File: src/design/pmd_pkg.sv
// ----------------------------------------------------------------------------
// pmd_pkg: shared types and constants of the mouse packet decoder
// Header bit masks, result kinds, button numbers and the job record that
// the front end hands to the result sequencer.
// ----------------------------------------------------------------------------
`default_nettype none

package pmd_pkg;

    // Header byte fields of a standard three-byte mouse packet.
    localparam logic [7:0] HDR_SYNC_BIT = 8'h08;
    localparam logic [7:0] HDR_BTN_MASK = 8'h07;
    localparam logic [7:0] HDR_OVF_MASK = 8'hc0;

    // Default depth of the job queue between front end and back end.
    localparam int JOB_DEPTH_DEF = 2;

    typedef enum logic [1:0] {
        EV_MOVE   = 2'd0,
        EV_BUTTON = 2'd1,
        EV_SYNC   = 2'd2
    } event_kind_t;

    localparam logic [1:0] BTN_LEFT   = 2'd0;
    localparam logic [1:0] BTN_RIGHT  = 2'd1;
    localparam logic [1:0] BTN_MIDDLE = 2'd2;

    // Pending-result mask, emitted lowest bit first.
    localparam int PEND_W = 5;
    localparam logic [PEND_W-1:0] PEND_SYNC   = 5'b00001;
    localparam logic [PEND_W-1:0] PEND_MOVE   = 5'b00010;
    localparam logic [PEND_W-1:0] PEND_LEFT   = 5'b00100;
    localparam logic [PEND_W-1:0] PEND_RIGHT  = 5'b01000;
    localparam logic [PEND_W-1:0] PEND_MIDDLE = 5'b10000;

    // One classified byte that causes at least one result.
    typedef struct packed {
        logic [PEND_W-1:0] pend;
        logic [2:0]        buttons;
        logic signed [7:0] dx;
        logic signed [8:0] dy;
        logic [63:0]       stamp;
    } job_t;

endpackage : pmd_pkg

`default_nettype wire

File: src/design/pmd_front.sv
// ----------------------------------------------------------------------------
// pmd_front: byte intake and packet classification
// Assembles bytes into packets, tracks the buttons and turns every byte
// that causes results into one job for the result sequencer.
// ----------------------------------------------------------------------------
`default_nettype none

module pmd_front
    import pmd_pkg::*;
(
    input  wire logic        clk,
    input  wire logic        rst_n,
    input  wire logic        push,
    input  wire logic [7:0]  data_byte,
    input  wire logic [63:0] timestamp,
    input  wire logic        job_full,
    output      logic        full,
    output      logic        job_push,
    output      job_t        job
);

    logic [1:0] byte_count_reg, byte_count_next;
    logic [7:0] store0_reg, store0_next;
    logic [7:0] store1_reg, store1_next;
    logic [2:0] buttons_reg, buttons_next;

    logic       accept;
    logic       sync_err;
    logic       complete;
    logic [2:0] new_buttons;
    logic [2:0] changed;
    logic       move;

    assign full   = job_full;
    assign accept = push && !job_full;

    always_comb
    begin
        sync_err    = (byte_count_reg == 2'd0) && ((data_byte & HDR_SYNC_BIT) == 8'h00);
        // A count of three never occurs; it would act like two.
        complete    = byte_count_reg[1];
        new_buttons = store0_reg[2:0] & HDR_BTN_MASK[2:0];
        changed     = buttons_reg ^ new_buttons;
        move        = ((store0_reg & HDR_OVF_MASK) == 8'h00)
                      && ((store1_reg != 8'h00) || (data_byte != 8'h00));

        job.buttons = new_buttons;
        job.dx      = store1_reg;
        job.dy      = -$signed({data_byte[7], data_byte});
        job.stamp   = timestamp;
        job.pend    = '0;
        if (sync_err)
        begin
            job.pend = PEND_SYNC;
            job.dx   = '0;
            job.dy   = '0;
        end
        else if (complete)
        begin
            job.pend = {changed, move, 1'b0};
        end
        job_push = accept && (job.pend != '0);
    end

    always_comb
    begin
        byte_count_next = byte_count_reg;
        store0_next     = store0_reg;
        store1_next     = store1_reg;
        buttons_next    = buttons_reg;
        if (accept && !sync_err)
        begin
            if (complete)
            begin
                byte_count_next = 2'd0;
                buttons_next    = new_buttons;
            end
            else
            begin
                byte_count_next = byte_count_reg + 2'd1;
                if (byte_count_reg[0])
                begin
                    store1_next = data_byte;
                end
                else
                begin
                    store0_next = data_byte;
                end
            end
        end
    end

    always_ff @(posedge clk or negedge rst_n)
    begin
        if (!rst_n)
        begin
            byte_count_reg <= 2'd0;
            buttons_reg    <= 3'd0;
        end
        else
        begin
            byte_count_reg <= byte_count_next;
            buttons_reg    <= buttons_next;
        end
    end

    always_ff @(posedge clk)
    begin
        store0_reg <= store0_next;
        store1_reg <= store1_next;
    end

    // The packet byte count only ever holds zero, one or two.
    assert property (@(posedge clk) disable iff (!rst_n) byte_count_reg != 2'd3)
        else $error("pmd_front: byte count reached three");

endmodule : pmd_front

`default_nettype wire

File: src/design/pmd_job_fifo.sv
// ----------------------------------------------------------------------------
// pmd_job_fifo: job queue between front end and back end
// A short first-in first-out queue of job records held in flip-flops.
// ----------------------------------------------------------------------------
`default_nettype none

module pmd_job_fifo
    import pmd_pkg::*;
#(
    parameter int DEPTH = JOB_DEPTH_DEF
)
(
    input  wire logic clk,
    input  wire logic rst_n,
    input  wire logic wr_en,
    input  job_t      wr_data,
    output      logic full,
    input  wire logic rd_en,
    output      job_t rd_data,
    output      logic empty
);

    localparam int PTR_W = (DEPTH > 1) ? $clog2(DEPTH) : 1;
    localparam int CNT_W = $clog2(DEPTH + 1);

    job_t             mem_reg [DEPTH];
    logic [PTR_W-1:0] wr_ptr_reg, wr_ptr_next;
    logic [PTR_W-1:0] rd_ptr_reg, rd_ptr_next;
    logic [CNT_W-1:0] count_reg, count_next;
    logic             do_wr;
    logic             do_rd;

    assign full    = (count_reg == CNT_W'(DEPTH));
    assign empty   = (count_reg == '0);
    assign do_wr   = wr_en && !full;
    assign do_rd   = rd_en && !empty;
    assign rd_data = mem_reg[rd_ptr_reg];

    always_comb
    begin
        wr_ptr_next = wr_ptr_reg;
        rd_ptr_next = rd_ptr_reg;
        count_next  = count_reg;
        if (do_wr)
        begin
            wr_ptr_next = (wr_ptr_reg == PTR_W'(DEPTH - 1)) ? '0 : wr_ptr_reg + 1'b1;
        end
        if (do_rd)
        begin
            rd_ptr_next = (rd_ptr_reg == PTR_W'(DEPTH - 1)) ? '0 : rd_ptr_reg + 1'b1;
        end
        if (do_wr && !do_rd)
        begin
            count_next = count_reg + 1'b1;
        end
        else if (do_rd && !do_wr)
        begin
            count_next = count_reg - 1'b1;
        end
    end

    always_ff @(posedge clk or negedge rst_n)
    begin
        if (!rst_n)
        begin
            wr_ptr_reg <= '0;
            rd_ptr_reg <= '0;
            count_reg  <= '0;
        end
        else
        begin
            wr_ptr_reg <= wr_ptr_next;
            rd_ptr_reg <= rd_ptr_next;
            count_reg  <= count_next;
        end
    end

    always_ff @(posedge clk)
    begin
        if (do_wr)
        begin
            mem_reg[wr_ptr_reg] <= wr_data;
        end
    end

endmodule : pmd_job_fifo

`default_nettype wire

File: src/design/pmd_back.sv
// ----------------------------------------------------------------------------
// pmd_back: result sequencer
// Takes jobs from the queue and emits their results into an output register,
// one per cycle unless stalled, in the order sync, move, left, right, middle.
// ----------------------------------------------------------------------------
`default_nettype none

module pmd_back
    import pmd_pkg::*;
(
    input  wire logic               clk,
    input  wire logic               rst_n,
    input  wire logic               job_empty,
    input  job_t                    job,
    output      logic               job_pop,
    input  wire logic               pop,
    output      logic               empty,
    output      logic [1:0]         event_kind,
    output      logic signed [7:0]  delta_x,
    output      logic signed [8:0]  delta_y,
    output      logic [1:0]         button_id,
    output      logic               button_pressed,
    output      logic [63:0]        event_time,
    output      logic               last_result
);

    logic [PEND_W-1:0] pend_reg, pend_next;
    job_t              work_reg;
    logic              out_valid_reg, out_valid_next;
    event_kind_t       kind_reg, kind_next;
    logic signed [7:0] dx_reg, dx_next;
    logic signed [8:0] dy_reg, dy_next;
    logic [1:0]        bid_reg, bid_next;
    logic              pressed_reg, pressed_next;
    logic [63:0]       time_reg, time_next;
    logic              last_reg, last_next;

    logic              out_free;
    logic              work_valid;
    logic              advance;
    logic [PEND_W-1:0] sel;
    logic [PEND_W-1:0] remaining;
    logic              load;

    always_comb
    begin
        out_free   = !out_valid_reg || pop;
        work_valid = (pend_reg != '0);
        advance    = out_free && work_valid;
        sel        = pend_reg & (~pend_reg + 1'b1);
        remaining  = pend_reg & ~sel;
        load       = !job_empty && (!work_valid || (advance && (remaining == '0)));
        job_pop    = load;

        pend_next = pend_reg;
        if (load)
        begin
            pend_next = job.pend;
        end
        else if (advance)
        begin
            pend_next = remaining;
        end

        out_valid_next = out_valid_reg;
        if (advance)
        begin
            out_valid_next = 1'b1;
        end
        else if (pop)
        begin
            out_valid_next = 1'b0;
        end

        kind_next    = kind_reg;
        dx_next      = dx_reg;
        dy_next      = dy_reg;
        bid_next     = bid_reg;
        pressed_next = pressed_reg;
        time_next    = time_reg;
        last_next    = last_reg;
        if (advance)
        begin
            kind_next    = EV_BUTTON;
            dx_next      = '0;
            dy_next      = '0;
            bid_next     = BTN_LEFT;
            pressed_next = 1'b0;
            time_next    = work_reg.stamp;
            last_next    = (remaining == '0);
            case (sel)
                PEND_SYNC:
                begin
                    kind_next = EV_SYNC;
                end
                PEND_MOVE:
                begin
                    kind_next = EV_MOVE;
                    dx_next   = work_reg.dx;
                    dy_next   = work_reg.dy;
                end
                PEND_LEFT:
                begin
                    bid_next     = BTN_LEFT;
                    pressed_next = work_reg.buttons[0];
                end
                PEND_RIGHT:
                begin
                    bid_next     = BTN_RIGHT;
                    pressed_next = work_reg.buttons[1];
                end
                PEND_MIDDLE:
                begin
                    bid_next     = BTN_MIDDLE;
                    pressed_next = work_reg.buttons[2];
                end
                default:
                begin
                    kind_next = EV_SYNC;
                end
            endcase
        end
    end

    always_ff @(posedge clk or negedge rst_n)
    begin
        if (!rst_n)
        begin
            pend_reg      <= '0;
            out_valid_reg <= 1'b0;
        end
        else
        begin
            pend_reg      <= pend_next;
            out_valid_reg <= out_valid_next;
        end
    end

    always_ff @(posedge clk)
    begin
        if (load)
        begin
            work_reg <= job;
        end
        kind_reg    <= kind_next;
        dx_reg      <= dx_next;
        dy_reg      <= dy_next;
        bid_reg     <= bid_next;
        pressed_reg <= pressed_next;
        time_reg    <= time_next;
        last_reg    <= last_next;
    end

    assign empty          = !out_valid_reg;
    assign event_kind     = kind_reg;
    assign delta_x        = dx_reg;
    assign delta_y        = dy_reg;
    assign button_id      = bid_reg;
    assign button_pressed = pressed_reg;
    assign event_time     = time_reg;
    assign last_result    = last_reg;

    // A result that is not the last of its byte leaves more results pending.
    assert property (@(posedge clk) disable iff (!rst_n)
        (out_valid_reg && !last_reg) |-> (pend_reg != '0))
        else $error("pmd_back: non-final result with nothing pending");

    // A sync error stands alone and carries no movement.
    assert property (@(posedge clk) disable iff (!rst_n)
        (out_valid_reg && (kind_reg == EV_SYNC))
            |-> (last_reg && (dx_reg == '0) && (dy_reg == '0)))
        else $error("pmd_back: malformed sync error result");

    // A move result always carries some movement.
    assert property (@(posedge clk) disable iff (!rst_n)
        (out_valid_reg && (kind_reg == EV_MOVE)) |-> ((dx_reg != '0) || (dy_reg != '0)))
        else $error("pmd_back: move result without movement");

endmodule : pmd_back

`default_nettype wire

File: src/design/ps2_mouse_packet_decoder.sv
// ----------------------------------------------------------------------------
// ps2_mouse_packet_decoder: standard three-byte mouse packet decoder
// Turns received mouse bytes into move, button and sync-error results.
// ----------------------------------------------------------------------------
`default_nettype none

// Push one received mouse byte with its tick count per transaction on the
// input queue; pop results from the output queue. A byte is taken in every
// cycle while full is low. Bytes that only add to a packet produce nothing.
// A header byte with bit 3 clear is dropped and yields one sync-error result.
// A third packet byte yields a move result (when neither overflow bit is set
// and the movement is nonzero) followed by one result per changed button, in
// the order left, right, middle. The last result caused by a byte has
// last_result set, and every result carries the timestamp of that byte.
// The front end classifies each byte in the cycle it is taken and queues one
// job for every byte that causes results; the back end emits one result per
// cycle from that job while results are popped; a byte causes one to four
// results. The first result of a byte reaches the output ports once the job
// has moved from the queue into the sequencer and has then filled the output
// register. The sustained rate is set by the back end's single output
// register: one result per cycle while results are popped. When the job
// queue (JOB_DEPTH entries) fills, full is raised until the back end frees
// an entry. There are no configuration registers.

module ps2_mouse_packet_decoder
    import pmd_pkg::*;
#(
    parameter int JOB_DEPTH = JOB_DEPTH_DEF
)
(
    input  wire logic               clk,
    input  wire logic               rst_n,
    input  wire logic               push,
    output      logic               full,
    input  wire logic [7:0]         data_byte,
    input  wire logic [63:0]        timestamp,
    output      logic               empty,
    input  wire logic               pop,
    output      logic [1:0]         event_kind,
    output      logic signed [7:0]  delta_x,
    output      logic signed [8:0]  delta_y,
    output      logic [1:0]         button_id,
    output      logic               button_pressed,
    output      logic [63:0]        event_time,
    output      logic               last_result
);

    // Jobs flow front end -> queue -> back end.
    job_t front_job;
    job_t queue_job;
    logic job_push;
    logic job_full;
    logic job_pop;
    logic job_empty;

    pmd_front u_front (
        .clk       (clk),
        .rst_n     (rst_n),
        .push      (push),
        .data_byte (data_byte),
        .timestamp (timestamp),
        .job_full  (job_full),
        .full      (full),
        .job_push  (job_push),
        .job       (front_job)
    );

    pmd_job_fifo #(
        .DEPTH (JOB_DEPTH)
    ) u_job_fifo (
        .clk     (clk),
        .rst_n   (rst_n),
        .wr_en   (job_push),
        .wr_data (front_job),
        .full    (job_full),
        .rd_en   (job_pop),
        .rd_data (queue_job),
        .empty   (job_empty)
    );

    pmd_back u_back (
        .clk            (clk),
        .rst_n          (rst_n),
        .job_empty      (job_empty),
        .job            (queue_job),
        .job_pop        (job_pop),
        .pop            (pop),
        .empty          (empty),
        .event_kind     (event_kind),
        .delta_x        (delta_x),
        .delta_y        (delta_y),
        .button_id      (button_id),
        .button_pressed (button_pressed),
        .event_time     (event_time),
        .last_result    (last_result)
    );

endmodule : ps2_mouse_packet_decoder

`default_nettype wire

File: config.mk
export PLATFORM = sky130hd
export DESIGN_NAME = ps2_mouse_packet_decoder
export DESIGN_NICKNAME = d
export VERILOG_FILES = /design/src/design/pmd_pkg.sv /design/src/design/pmd_front.sv /design/src/design/pmd_job_fifo.sv /design/src/design/pmd_back.sv /design/src/design/ps2_mouse_packet_decoder.sv
export SDC_FILE = /design/constraint.sdc
export NUM_CORES = 1
export LEC_CHECK = 0
export ABC_AREA = 1
export BUFFER_PORTS_ARGS = -buffer_cell sky130_fd_sc_hd__buf_2
export CELL_PAD_IN_SITES_DETAIL_PLACEMENT = 1
export CELL_PAD_IN_SITES_GLOBAL_PLACEMENT = 1
export CORE_MARGIN = 5
export CORE_UTILIZATION = 48
export CTS_BUF_LIST = sky130_fd_sc_hd__clkbuf_8 sky130_fd_sc_hd__clkbuf_16
export CTS_CLUSTER_DIAMETER = 60
export DETAILED_ROUTE_END_ITERATION = 6
export PLACE_DENSITY_LB_ADDON = 0.25
export SLEW_MARGIN = 10
export SYNTH_ARGS = -nofsm -noshare
export SYNTH_HDL_FRONTEND = slang
export SYNTH_HIERARCHICAL = 1
export SYNTH_SLANG_ARGS = --single-unit
File: constraint.sdc
create_clock -name clk -period 8.8 [get_ports clk]
set_input_delay 1.76 -clock clk [delete_from_list [all_inputs] [get_ports clk]]
set_output_delay 1.76 -clock clk [all_outputs]
set_load 0.01 [all_outputs]
# After elaboration in Yosys (flattened, before gate mapping)
# Memory sizes are Yosys's and may differ from the RTL's.
# Index checks and enable logic that the tools add are counted.
# W data, S select, Z words.
[word_totals]
ff_bits = 202
latchBits = 0
mem_bits_rw = 178
mem_bits_ro = 0
input_bits = 76
elab_cells = 95
mem_count = 1
[memory_table]
columns = ["memory", "depth", "word_bits", "rd", "rd_clocked_by_memory_dff", "wr", "line_no", "source"]
rows = [
  ["u_job_fifo.mem_reg", 2, 89, 1, 0, 1, "pmd_job_fifo.sv:26", "job_t mem_reg [DEPTH];"],
]
[op_classes]
addsub = 7
mul = 0
div = 0
magnitude_cmp = 0
n_eq_ne = 5
shifts = 0
n_mux = 17
bitwise_logic = 7
n_reduce_logical = 38
[op_table]
columns = ["cell", "n"]
rows = [
  ["$mux W5", 4],
  ["$mux W17", 1],
  ["$logic_not A8 Y1", 2],
  ["$reduce_bool A8 Y1", 2],
  ["$logic_and A1 B1 Y1", 12],
  ["$and A5 B5 Y5", 2],
  ["$not A5 Y5", 2],
  ["$reduce_bool A5 Y1", 2],
  ["$neg A8 Y9", 1],
  ["$pmux W2 S2", 2],
  ["$logic_not A1 Y1", 7],
  ["$mux W1", 6],
  ["$mux W2", 3],
  ["$reduce_and A3 Y1", 2],
  ["$reduce_bool A2 Y1", 3],
  ["$add A5 B1 Y5 const B", 1],
  ["$eq A5 B2 Y1 const B", 1],
  ["$eq A5 B3 Y1 const B", 1],
  ["$eq A5 B4 Y1 const B", 1],
  ["$eq A5 B5 Y1 const B", 1],
  ["$logic_not A5 Y1", 1],
  ["$add A2 B1 Y2 const B", 2],
  ["$logic_not A2 Y1", 2],
  ["$logic_or A1 B1 Y1", 3],
  ["8 further kinds", 10],
]

# Longest topological paths before layout
# Gate-level depths: netlist of the first run.
[logic_depth]
word_depth = 13
mapped_depth = 15
depth_no_buf = 15

# Hierarchy
# The synthesis of the first run kept the hierarchy.
[by_module_without_submodules]
columns = ["mod", "instances", "cells_per_inst", "area_each_um2"]
rows = [
  ["pmd_job_fifo", 1, 496, 6744.0],
  ["pmd_back", 1, 268, 5684.2],
  ["pmd_front", 1, 200, 1539.0],
]

# Worst setup path before layout of the first run
# Ideal clock, no wire load.
[synth_timing]
kind = "input to register"
from = "in pop"
to = "reg u_job_fifo.count_reg[1]"
setup_ns = 0.117
t_arrival_ns = 7.324
required_ns = 8.683
path_slack_ns = 1.359
stages = 9
n_path_buf = 0
cell_sequence = "or2_2 > nand4_2 > a21oi_1 > o21ai_1 > ha_1 > inv_1 > nand3_1 > nand2_1 > nand2_1"
[synth_between]
elab_chain_len = 9
[synth_lines]
columns = ["element", "line_no", "source"]
rows = [
  ["start, declared", "ps2_mouse_packet_decoder.sv:38", "input wire logic pop,"],
  ["$logic_or A1 B1 Y1 *", "pmd_back.sv:47", "out_free = !out_valid_reg || pop;"],
  ["$logic_and A1 B1 Y1 *", "pmd_back.sv:49", "advance = out_free && work_valid;"],
  ["$logic_and A1 B1 Y1 *", "pmd_back.sv:52", "load = !job_empty && (!work_valid || (advance && (remaining == '0)));"],
  ["$logic_or A1 B1 Y1 *", "pmd_back.sv:52", ""],
  ["$logic_and A1 B1 Y1 *", "pmd_back.sv:52", ""],
  ["named net job_pop", "ps2_mouse_packet_decoder.sv:53", "logic job_pop;"],
  ["$logic_and A1 B1 Y1 *", "pmd_job_fifo.sv:36", "assign do_rd = rd_en && !empty;"],
  ["$logic_not A1 Y1", "pmd_job_fifo.sv:52", "if (do_wr && !do_rd)"],
  ["$logic_and A1 B1 Y1", "pmd_job_fifo.sv:52", ""],
  ["$mux W2 or $reduce_bool A2 Y1 (tied branches)", "-", ""],
  ["end signal, assigned", "pmd_job_fifo.sv:74", "count_reg <= count_next;"],
  ["end, declared", "pmd_job_fifo.sv:29", "logic [CNT_W-1:0] count_reg, count_next;"],
]
# The timed path passes the listed nets; every way through them passes the cells marked *.
# A chain may end at the register's enable or synchronous reset.

# Final worst setup path of the first run
[layout_timing]
from = "in data_byte[0]"
to = "mem u_job_fifo/mem_reg[0][67] in the netlist's numbering (enable)"
[layout_between]
elab_chain_len = 10
[layout_lines]
columns = ["element", "line_no", "source"]
rows = [
  ["start, declared", "ps2_mouse_packet_decoder.sv:35", "input wire logic [7:0] data_byte,"],
  ["$reduce_bool A8 Y1", "pmd_front.sv:45", "&& ((store1_reg != 8'h00) || (data_byte != 8'h00));"],
  ["$logic_or A1 B1 Y1", "pmd_front.sv:45", ""],
  ["$logic_and A1 B1 Y1", "pmd_front.sv:45", ""],
  ["$mux W5", "pmd_front.sv:58", "else if (complete)"],
  ["$mux W5", "pmd_front.sv:52", "if (sync_err)"],
  ["$reduce_bool A5 Y1", "pmd_front.sv:62", "job_push = accept && (job.pend != '0);"],
  ["$logic_and A1 B1 Y1", "pmd_front.sv:62", ""],
  ["named net job_push", "ps2_mouse_packet_decoder.sv:51", "logic job_push;"],
  ["$logic_and A1 B1 Y1", "pmd_job_fifo.sv:35", "assign do_wr = wr_en && !full;"],
  ["named net u_job_fifo.do_wr", "pmd_job_fifo.sv:30", "logic do_wr;"],
  ["$mux W1", "pmd_job_fifo.sv:80", "if (do_wr)"],
  ["$mux W1 (not written as such)", "pmd_job_fifo.sv:82", "mem_reg[wr_ptr_reg] <= wr_data;"],
  ["end, declared", "pmd_job_fifo.sv:26", ""],
]
# The timed path passes the listed nets, and every way through them passes these cells.

==> results of run 1 <==
-- worst max path at each step --
stage	endpoint	from	slack (ns)	cells past startpoint
after floorplan	u_job_fifo/count_reg[1]$_DFFE_PN0P_	pop	1.36	9
after global placement	u_job_fifo/count_reg[1]$_DFFE_PN0P_	pop	4.12	11
after detailed placement	u_job_fifo/count_reg[1]$_DFFE_PN0P_	pop	4.00	11
after CTS	u_job_fifo/count_reg[1]$_DFFE_PN0P_	pop	4.53	11
after global routing	u_job_fifo/count_reg[1]$_DFFE_PN0P_	pop	4.37	11
final	u_job_fifo/mem_reg[0][67]$_DFFE_PP_	data_byte[0]	4.56	13
-- routing by layer --
metal	share of wire, %	vias up	wire length [um]
li1	-	3432	-
met1	42	3546	11400
met2	51	155	13800
met3	4.6	51	1240
met4	2.5	0	666
met5	0	-	0
-- per-stage QoR --
stage               hold slack [ns]  power (mW)  area [um^2]  cells  util (%)
global placement              0.401        4.55        14600   1427      51.0
CTS                           0.419        6.20        15900   1495      55.2
floorplan                     0.400        4.12        14000    964         -
finish                        0.414        6.10        15900   1495      55.2
detailed placement            0.405        4.65        14600   1427      51.0
global route                  0.423        6.47        15900   1495      55.2
-- cell type report --
class                   count  share of cell area, %
multi-input cells         428                   11.2
clock inverters            27                   1.13
flip-flops and latches    377                   71.0
clock buffers              41                   6.47
repair buffers            169                   5.42
inverters                  69                   1.73
well taps                 384                   3.03
-- cell families after synthesis --
logic type	after synthesis	synth area share [%]
adder cells (fa/ha/maj)	2	0.179
AO/OA/AOI/OAI	20	0.743
AND/OR/NAND/NOR	405	11.6
buffers and inverters	159	6.85
XOR/XNOR	1	0.0627
flip-flops	377	80.5
-- cells in the final DEF, fill, tap and decap left out, types with 2 or more instances in the layout --
cell	instances
a21oi_1	6
buf_2	164
buf_4	5
bufinv_16	2
clkbuf_16	41
clkinv_1	12
clkinv_2	4
dfrtp_1	14
edfxtp_1	362
ha_1	2
inv_1	71
inv_4	2
inv_6	2
nand2_1	319
nand2_2	2
nand3_1	19
nor2_1	47
nor2_2	4
nor2_4	2
nor3_1	2
o21ai_0	7
o21ai_1	5
or2_2	2
-- critical path, delay by kind of cell --
family          cells  cell delay, ns
fa+ha+maj           1            0.24
buf+inv             5            1.39
simple gates        6            0.59
compound gates      1            0.37
-- power groups by stage --
| stage | clock network, mW | logic [mW] | registers, mW |
|---|---|---|---|
| finish | 1.54 | 1.35 | 3.21 |
| global route | 1.66 | 1.51 | 3.29 |
| CTS | 1.58 | 1.39 | 3.23 |
| detailed placement | 0 | 1.38 | 3.26 |
| global placement | 0 | 1.32 | 3.23 |
| floorplan | 0 | 0.819 | 3.30 |
==> key figures, run 1 <==
Timing
  • PnR worst setup slack: 4.56 ns
  • Clock Skew: 0.00970 ns
  • Max Freq: 0.236 GHz
  • Worst Tran Pin Value: 1.15 ns
  • Final count of pins violating max slew: 0
  • TNS Setup: 0 ns
  • Unrepaired setup endpoints after global routing: false
  • Final min period: 4.24 ns
  • Slew margin rel.: roughly a quarter
  • Final cycle utilization of the critical path: 48.2%
  • Final setup violating endpoints: 0
  • Hold Vio Cnt, Final: 0

Worst setup path
  • RR Startpoint: u_back/pend_reg[1]$_DFFE_PN0P_
  • CP Capture Type: flop
  • Setup CP Type: in2reg
  • Setup slack, reg-to-reg: 5.21 ns
  • CP max stage delay: between 0.7 and 0.8 ns
  • Critical path startpoint category: input pin
  • Max FO, Critical Path: 53
  • CP arrival: ~4.4 ns
  • CP dominant cell by count: nand2_1
  • Worst R2R End: u_job_fifo/count_reg[1]$_DFFE_PN0P_
  • Critical-path cell list: buf_2, inv_1, ha_1, nand3_1, nor2_1, nand2_1, nand2_1, a21oi_1, inv_1, nor2_2, nand2_1, inv_4, buf_4
  • Worst path slowest cell: buf_4
  • Worst R2R Path Depth: 12
  • Data required, critical path: 8.94 ns

Synth
  • Syn_nets: around 1000
  • Top-count cell post-synth: edfxtp_1
  • Synthesized instance count: approximately 960
  • Number of synthesized flops with an enable pin: roughly 360
  • Seq/Total Area, Yosys: 80.5%
  • Synth area leaders: edfxtp_1 78%, nand2_1 8.6%, buf_4 3.8%, dfrtp_1 2.7%, inv_1 1.8%
  • Flops & latches, synth: 377
  • Post-Syn Area: 14000 um^2
  • Synth top area share: ~80%
  • Library cell with the largest summed area after synthesis: edfxtp_1
  • Commonest cells post-synth: 362 x edfxtp_1, 319 x nand2_1, 70 x buf_4, 66 x inv_1, 48 x nor2_1
  • Post-synth ARST share: 3.98%
  • Synth Flop Type: edfxtp_1
  • Synth warn: 6
  • Syn Area/Cell: 14.5 um^2
  • Synth cell types: 30

Routing
  • DRC viols: 0
  • DR vias: slightly above 7000
  • DRT Pass-1 Iters: 6
  • Iter 0 DRT Violations: between 400 and 500
  • Drt wl/cell: 18.1 um
  • Vias/cell: 4.81
  • Routed wire length: between 20000 and 30000 um
  • Antenna-violating nets left: 0

Clock network
  • Clk root buf: clkbuf_16
  • Post-CTS Resized: 0
  • Post-CTS Hold Buffers: 0
  • H-Tree Level Count: 2
  • Clock Sinks: 377
  • Total CTS buffers: 39
  • Clock Pin Slew Worst Setup and Hold Paths: 0.06 ns
  • Number of setup buffers added after CTS: 0
  • Clock Tree Buf Depth: 3
  • Clock latency on the worst-skew pair: 0.52 ns
  • CTS tree: done

Power
  • Clock power frac: 25.2%
  • Internal power: 4.20 mW
  • Leak: 6.41 nW
  • Sw power: 1.90 mW
  • Power per cell area: 385 nW/um^2
  • Switching Fraction: 31.1%
  • Sequential Power Share: 52.7%
  • Max VDD drop: ~0.00026 V
  • Combinational group share of total power: between 20 and 25%

Hold path
  • Worst Hold End: u_back/event_time[62]$_DFFE_PP_
  • Hold path start: u_back/work_reg[62]$_DFFE_PP_
  • Hold path cells: 0
  • HP Class: reg2reg

Finish
  • Max FFs per register: between 150 and 200
  • Fin nets: roughly 1200
  • Ant. Diodes: 0
  • Register area: between 10000 and 15000 um^2
  • Fillers: around 2800
  • Multi-input logic area: between 1500 and 2000 um^2
  • Synth-to-layout area growth: 13.5%
  • Fraction of layout cells with a size suffix above 1: 21.6%

Die
  • Chip height: 181 um
  • Cell row count: 62
  • I/O Pins: 165
  • Core Area: 28700 um^2
  • Die area: 32600 um^2
  • Die W: approximately 180 um
  • Initial core utilization: 48.7%

Place
  • Buffers on Ports: 164
  • Place WS: 4.00 ns
  • Global placement routability congestion: 0.805
  • DPL Wire Length: 17600 um

Global routing
  • Initial antenna violation count: 0
  • GR met1 Demand/Resource: approximately 22%
  • Gr ovfl total: 0
  • Largest net degree at the start of global routing: 92
  • Vias in the first global route: 7797
  • First-pass GRT wire length: roughly 43000 um
  • Met3 Use GR: 3.19%
  • Busiest layer in global routing: met2
  • Met2 Track Usage GR: 29.4%
  • Gr usage total: 16.8%

Flow run
  • Max cap viols: 0

Outcome
  • Outcome: finished clean
No activity file was read; power rests on OpenSTA's default activity.
==> inputs of run 2 (changes only) <==
--- a/config.mk
+++ b/config.mk
@@ -10,7 +10,7 @@
 export CELL_PAD_IN_SITES_DETAIL_PLACEMENT = 1
 export CELL_PAD_IN_SITES_GLOBAL_PLACEMENT = 1
 export CORE_MARGIN = 5
-export CORE_UTILIZATION = 48
+export CORE_UTILIZATION = 43
 export CTS_BUF_LIST = sky130_fd_sc_hd__clkbuf_8 sky130_fd_sc_hd__clkbuf_16
 export CTS_CLUSTER_DIAMETER = 60
 export DETAILED_ROUTE_END_ITERATION = 6
==> constraint.sdc (replaced) <==
create_clock -name clk -period 3.75 [get_ports clk]
set_input_delay 0.75 -clock clk [delete_from_list [all_inputs] [get_ports clk]]
set_output_delay 0.75 -clock clk [all_outputs]
set_load 0.01 [all_outputs]
==> key figures, run 2 (same netlist as run 1, synthesis figures left out) <==
Worst setup path
  • CP max stage delay: 0.38 ns (-0.34 ns)
  • Data required, critical path: 3.90 ns (-5.04 ns)
  • Critical path startpoint category: input pin
  • Max FO, Critical Path: 89 (+68%)
  • CP dominant cell by count: nand2_1
  • CP Capture Type: flop
  • Worst path slowest cell: buf_12
  • Setup CP Type: in2reg
  • Critical-path cell list: buf_2, inv_1, ha_1, nand3_1, nor2_1, nand2_1, nand2_1, a21oi_1, inv_1, nor2_2, nand2_1, clkinvlp_4, buf_12
  • CP arrival: 2.51 ns (-1.88 ns)

Timing
  • Worst Tran Pin Value: 0.750 ns (-0.397 ns)
  • Max Freq: 0.424 GHz
  • TNS Setup: 0 ns (unchanged)
  • Unrepaired setup endpoints after global routing: false
  • Hold Vio Cnt, Final: 0 (unchanged)
  • Slew margin rel.: 50.0% (+26 points)
  • Final setup violating endpoints: 0 (unchanged)
  • Final min period: 2.36 ns
  • PnR worst setup slack: 1.39 ns (-3.16 ns)
  • Final count of pins violating max slew: 0 (unchanged)
  • Final cycle utilization of the critical path: 62.9%
  • Clock Skew: 0.0138 ns (+0.00408 ns)

Finish
  • Most common cell after layout, fill and taps aside: edfxtp_1
  • Synth-to-layout area growth: 15.0%
  • Fraction of layout cells with a size suffix above 1: 22.0% (+0.43 points)
  • Max FFs per register: 178 (unchanged)
  • Fin nets: 1164 (+0.17%)
  • Commonest non-fill, non-tap cells in the layout: 362 x edfxtp_1, 319 x nand2_1, 164 x buf_2

Routing
  • Antenna-violating nets left: 0 (unchanged)
  • Drt wl/cell: 17.4 um (-4.2%)
  • Vias/cell: 4.63 (-3.7%)
  • DRT Pass-1 Iters: 4 (-2)
  • Top Metal Used: met4
  • Met2 WL: 13800 um (+0.17%)
  • DRC viols: 0 (unchanged)
  • Iter 0 DRT Violations: 343 (-28%)
  • Routed length on met3: 1140 um (-8.1%)
  • Routed wire length: 27000 um (-0.27%)
  • Metal-1 WL: 11400 um (+0.19%)
  • DR vias: 7204 (+0.28%)

Clock network
  • Clock latency on the worst-skew pair: 0.52 ns (about the same)
  • Clock Sinks: 377 (unchanged)
  • H-Tree Level Count: 2 (unchanged)
  • Clock Tree Buf Depth: 3 (unchanged)
  • Total CTS buffers: 41 (+5.1%)
  • Clk root buf: clkbuf_16
  • Number of setup buffers added after CTS: 0 (unchanged)
  • Post-CTS Hold Buffers: 0 (unchanged)
  • Clock Pin Slew Worst Setup and Hold Paths: 0.06 ns (about the same)
  • CTS tree: done
  • Post-CTS Resized: 0 (unchanged)

Die
  • Initial core utilization: 43.3% (-5.4 points)
  • Chip height: 190 um (+5.3%)
  • Core Area: 32300 um^2 (+12%)
  • Die W: 190 um (+5.3%)
  • Cell row count: 66 (+6.5%)
  • I/O Pins: 165 (unchanged)
  • Die area: 36200 um^2 (+11%)

Global routing
  • Vias in the first global route: 7653 (-1.8%)
  • Gr usage total: 14.9% (-2.0 points)
  • Initial antenna violation count: 1 (+1)
  • First-pass GRT wire length: 41700 um (-3.7%)
  • Largest net degree at the start of global routing: 91 (-1.1%)
  • Gr ovfl total: 0 (unchanged)

Place
  • Global placement routability congestion: 0.767 (-4.7%)
  • Buffers on Ports: 164 (unchanged)
  • Place WS: 0.802 ns (-3.20 ns)
  • DPL Wire Length: 16900 um (-4.0%)

Power
  • Max VDD drop: 0.000547 V (+110%)
  • Power per cell area: 907 nW/um^2 (+140%)
  • Leak: 6.47 nW (+0.86%)

Flow run
  • Max cap viols: 0 (unchanged)

Hold path
  • HP Class: in2async

Outcome
  • Outcome: finished clean
## run 2: per-layer routing
| metal | vias to the layer above | GRT usage, % |
|---|---|---|
| li1 | 3454 | - |
| met3 | 45 | 2.71 |
| met1 | 3560 | 18.8 |
| met2 | 145 | 26.1 |
| met4 | 0 | 4.72 |
| met5 | - | 0 |
## run 2: per-stage QoR
step	utilization (%)	cells	area, um^2	hold WS, ns	power, mW
finish	49.7	1556	16100	0.152	14.6
detailed placement	45.7	1485	14800	0.406	11.0
CTS	49.7	1554	16100	0.145	14.9
floorplan	-	964	14000	0.400	9.57
global placement	45.7	1485	14800	0.401	10.8
global route	49.7	1555	16100	0.167	15.5
## run 2: path summary, 6_finish.rpt
check	startpoint	end	slack (ns)	cells after the start
min in group clk	u_back/work_reg[27]$_DFFE_PP_	u_back/event_time[27]$_DFFE_PP_	0.41	0
max reg2reg	u_front/byte_count_reg[1]$_DFFE_PN0P_	u_job_fifo/mem_reg[0][1]$_DFFE_PP_	1.40	10
max	data_byte[0]	u_job_fifo/mem_reg[0][1]$_DFFE_PP_	1.39	13
min	rst_n	u_back/out_valid_reg$_DFFE_PN0P_	0.15	1
min reg2reg	u_back/work_reg[27]$_DFFE_PP_	u_back/event_time[27]$_DFFE_PP_	0.41	0
max in group asynchronous	rst_n	u_job_fifo/rd_ptr_reg$_DFFE_PN0P_	3.29	1
## run 2: power breakdown
group | internal, mW | switching [mW]
registers | 6.87 | 0.579
logic | 0.908 | 2.37
clock network | 2.32 | 1.52
total | 10.1 | 4.47
## run 2: cell type report
type                            count  area [um^2]
Clock inverter                     28          262
Sequential cell                   377        11200
Fill cell                        3217        16200
Multi-Input combinational cell    428         1780
Timing Repair Buffer              169          908
Antenna cell                        2         5.00
Clock buffer                       41         1030
Tap cell                          442          553
Inverter                           69          275
## run 2: critical path: cells and delay by family
family | cells | cell delay, ns
buffers and inverters | 5 | 0.71
and+or+nand+nor | 6 | 0.52
AOI/OAI and AO/OA | 1 | 0.19
adders and majority gates | 1 | 0.23
==> inputs of run 3 (changes only) <==
--- a/config.mk
+++ b/config.mk
@@ -10,7 +10,7 @@
 export CELL_PAD_IN_SITES_DETAIL_PLACEMENT = 1
 export CELL_PAD_IN_SITES_GLOBAL_PLACEMENT = 1
 export CORE_MARGIN = 5
-export CORE_UTILIZATION = 43
+export CORE_UTILIZATION = 48
 export CTS_BUF_LIST = sky130_fd_sc_hd__clkbuf_8 sky130_fd_sc_hd__clkbuf_16
 export CTS_CLUSTER_DIAMETER = 60
 export DETAILED_ROUTE_END_ITERATION = 6
==> constraint.sdc (replaced) <==
create_clock -name clk -period 2.45 [get_ports clk]
set_input_delay 0.49 -clock clk [delete_from_list [all_inputs] [get_ports clk]]
set_output_delay 0.49 -clock clk [all_outputs]
set_load 0.01 [all_outputs]
==> key figures, run 3 (same netlist as run 1, synthesis figures left out) <==
Clock network
  • Clock Sinks: 377 (unchanged)
  • Clock Pin Slew Worst Setup and Hold Paths: 0.06 ns (about the same)
  • Total CTS buffers: 39 (-4.9%)
  • Clk root buf: clkbuf_16
  • CTS tree: done
  • Number of setup buffers added after CTS: 0 (unchanged)
  • Clock Tree Buf Depth: 3 (unchanged)
  • H-Tree Level Count: 2 (unchanged)
  • Clock latency on the worst-skew pair: 0.51 ns (about the same)

Timing
  • Hold_ws: 0.166 ns (+0.0142 ns)
  • Clock Skew: 0.0187 ns (+0.00488 ns)
  • Hold Vio Cnt, Final: 0 (unchanged)
  • Worst Tran Pin Value: 1.16 ns (+0.410 ns)
  • Final min period: 2.15 ns
  • Final setup violating endpoints: 0 (unchanged)
  • Final count of pins violating max slew: 0 (unchanged)
  • Final cycle utilization of the critical path: 87.7%
  • Max Freq: 0.465 GHz
  • Unrepaired setup endpoints after global routing: false
  • Slew margin rel.: 22.7% (-27 points)
  • TNS Setup: 0 ns (unchanged)

Die
  • Die area: 32600 um^2 (-9.9%)
  • Initial core utilization: 48.7% (+5.4 points)
  • Core Area: 28700 um^2 (-11%)
  • Die W: 181 um (-5.1%)
  • I/O Pins: 165 (unchanged)
  • Chip height: 181 um (-5.1%)
  • Cell row count: 62 (-6.1%)

Place
  • Buffers on Ports: 164 (unchanged)
  • Placed Cells: 1434 (-3.4%)
  • DPL Wire Length: 17600 um (+4.7%)
  • Global placement routability congestion: 0.808 (+5.4%)

Routing
  • Iter 0 DRT Violations: 413 (+20%)
  • Vias/cell: 4.82 (+4.0%)
  • DRC viols: 0 (unchanged)
  • DR vias: 7234 (+0.42%)
  • Antenna-violating nets left: 0 (unchanged)
  • Drt wl/cell: 18.3 um (+5.2%)
  • DRT Pass-1 Iters: 5 (+1)
  • Routed wire length: 27400 um (+1.5%)

Worst setup path
  • CP bufs+invs: 1 (-4)
  • Data required, critical path: 2.60 ns (-1.30 ns)
  • Max FO, Critical Path: 83 (-6.7%)
  • CP arrival: 2.30 ns (-0.21 ns)
  • Critical-path cell list: nor2_4, nand2_1, nand2_1, nand4_2, a21oi_4, buf_12
  • CP Capture Type: flop
  • Setup CP Type: reg2reg
  • Critical path startpoint category: flop
  • CP top delay family: simple AND/OR/NAND/NOR gates
  • CP dominant cell by count: nand2_1
  • Worst path slowest cell: dfrtp_1
  • CP max stage delay: 0.46 ns (+0.08 ns)

Outcome
  • Outcome: finished clean

Hold path
  • HP Class: in2reg

Global routing
  • Initial antenna violation count: 2 (+1)
  • Vias in the first global route: 7664 (+0.14%)
  • First-pass GRT wire length: 42400 um (+1.6%)
  • Gr usage total: 16.6% (+1.7 points)
  • Gr ovfl total: 0 (unchanged)
  • Largest net degree at the start of global routing: 91 (unchanged)

Power
  • Switching Fraction: 30.7% (about the same)
  • Max VDD drop: 0.000761 V (+39%)
  • Total power: 22.4 mW (+54%)
  • Power per cell area: 1390 nW/um^2 (+53%)
  • Clock power frac: 25.9% (-0.5 points)
  • Sequential Power Share: 50.3% (-0.8 points)
  • Internal power: 15.6 mW (+54%)
  • Combinational group share of total power: 23.9% (+1.4 points)
  • Leak: 6.50 nW (+0.54%)
  • Sw power: 6.88 mW (+54%)

Finish
  • Most common cell after layout, fill and taps aside: edfxtp_1
  • Commonest non-fill, non-tap cells in the layout: 362 x edfxtp_1, 318 x nand2_1, 164 x buf_2
  • Fin nets: 1170 (+0.52%)
  • Final non-filler cell total: 1502 (-3.5%)
  • Max FFs per register: 178 (unchanged)
  • Ant. Diodes: 0 (-2)
  • Fraction of layout cells with a size suffix above 1: 22.9% (+0.87 points)
  • Fillers: 2802 (-13%)
  • Synth-to-layout area growth: 15.6%
  • Post-layout util: 56.3% (+6.5 points)

Flow run
  • Max cap viols: 0 (unchanged)
run 3: changes by cell type in the layout (fill, tap and decap cells not counted), sizes merged:
cell	previous run	this run
buf	169	176
bufinv	5	6
clkbuf	41	39
clkinv	12	9
clkinvlp	1	5
diode	2	0
dlygate4sd3	0	1
inv	79	77
run 3: power groups by stage:
stage                     combinational [mW]  clock, mW  sequential [mW]
final                                   5.36       5.80             11.3
after global routing                    5.93       6.26             11.5
after CTS                               5.53       5.96             11.3
after detailed placement                5.48          0             11.4
after global placement                  5.25          0             11.3
after floorplan                         3.00          0             11.7
run 3: cell type report:
| class | count | area (um^2) | area share (%) |
|---|---|---|---|
| Inverter | 69 | 293 | 1.81 |
| Multi-Input combinational cell | 428 | 1810 | 11.2 |
| Timing Repair Buffer | 177 | 1060 | 6.55 |
| Clock buffer | 39 | 976 | 6.04 |
| Clock inverter | 28 | 285 | 1.77 |
| Sequential cell | 377 | 11200 | 69.7 |
| Tap cell | 384 | 480 | 2.98 |
run 3: worst paths after layout:
path	startpoint	endpoint	slack, ns	cells after the start
min reg2reg	u_back/work_reg[61]$_DFFE_PP_	u_back/event_time[61]$_DFFE_PP_	0.41	0
min	timestamp[63]	u_job_fifo/mem_reg[0][63]$_DFFE_PP_	0.17	1
max	u_back/pend_reg[1]$_DFFE_PN0P_	u_back/work_reg[56]$_DFFE_PP_	0.30	6
max reg2reg	u_back/pend_reg[1]$_DFFE_PN0P_	u_back/work_reg[56]$_DFFE_PP_	0.30	6
max in group asynchronous	rst_n	u_job_fifo/rd_ptr_reg$_DFFE_PN0P_	1.71	2
min in group asynchronous	rst_n	u_job_fifo/rd_ptr_reg$_DFFE_PN0P_	0.44	2
run 3: per-layer routing:
layer	track usage (%)	vias to the layer above	wire length [um]
met5	0	-	14
met4	5.08	2	670
met3	3.23	45	1270
met1	20.3	3573	11100
li1	-	3455	-
met2	29.8	159	14400
run 3: stage by stage:
step / worst slack, ns / cell area (um^2)
3_3_place_gp: 0.168 / 14900
5_1_grt: 0.176 / 16100
6_report: 0.300 / 16100
4_1_cts: 0.303 / 16100
3_5_place_dp: 0.116 / 14900
2_1_floorplan: -0.882 / 14000
run 3: timing repair:
item,in CTS,in global routing
hold endpoints to repair,15,0
hold buffers,1,0
resized for setup,0,0
setup endpoints to repair,0,0
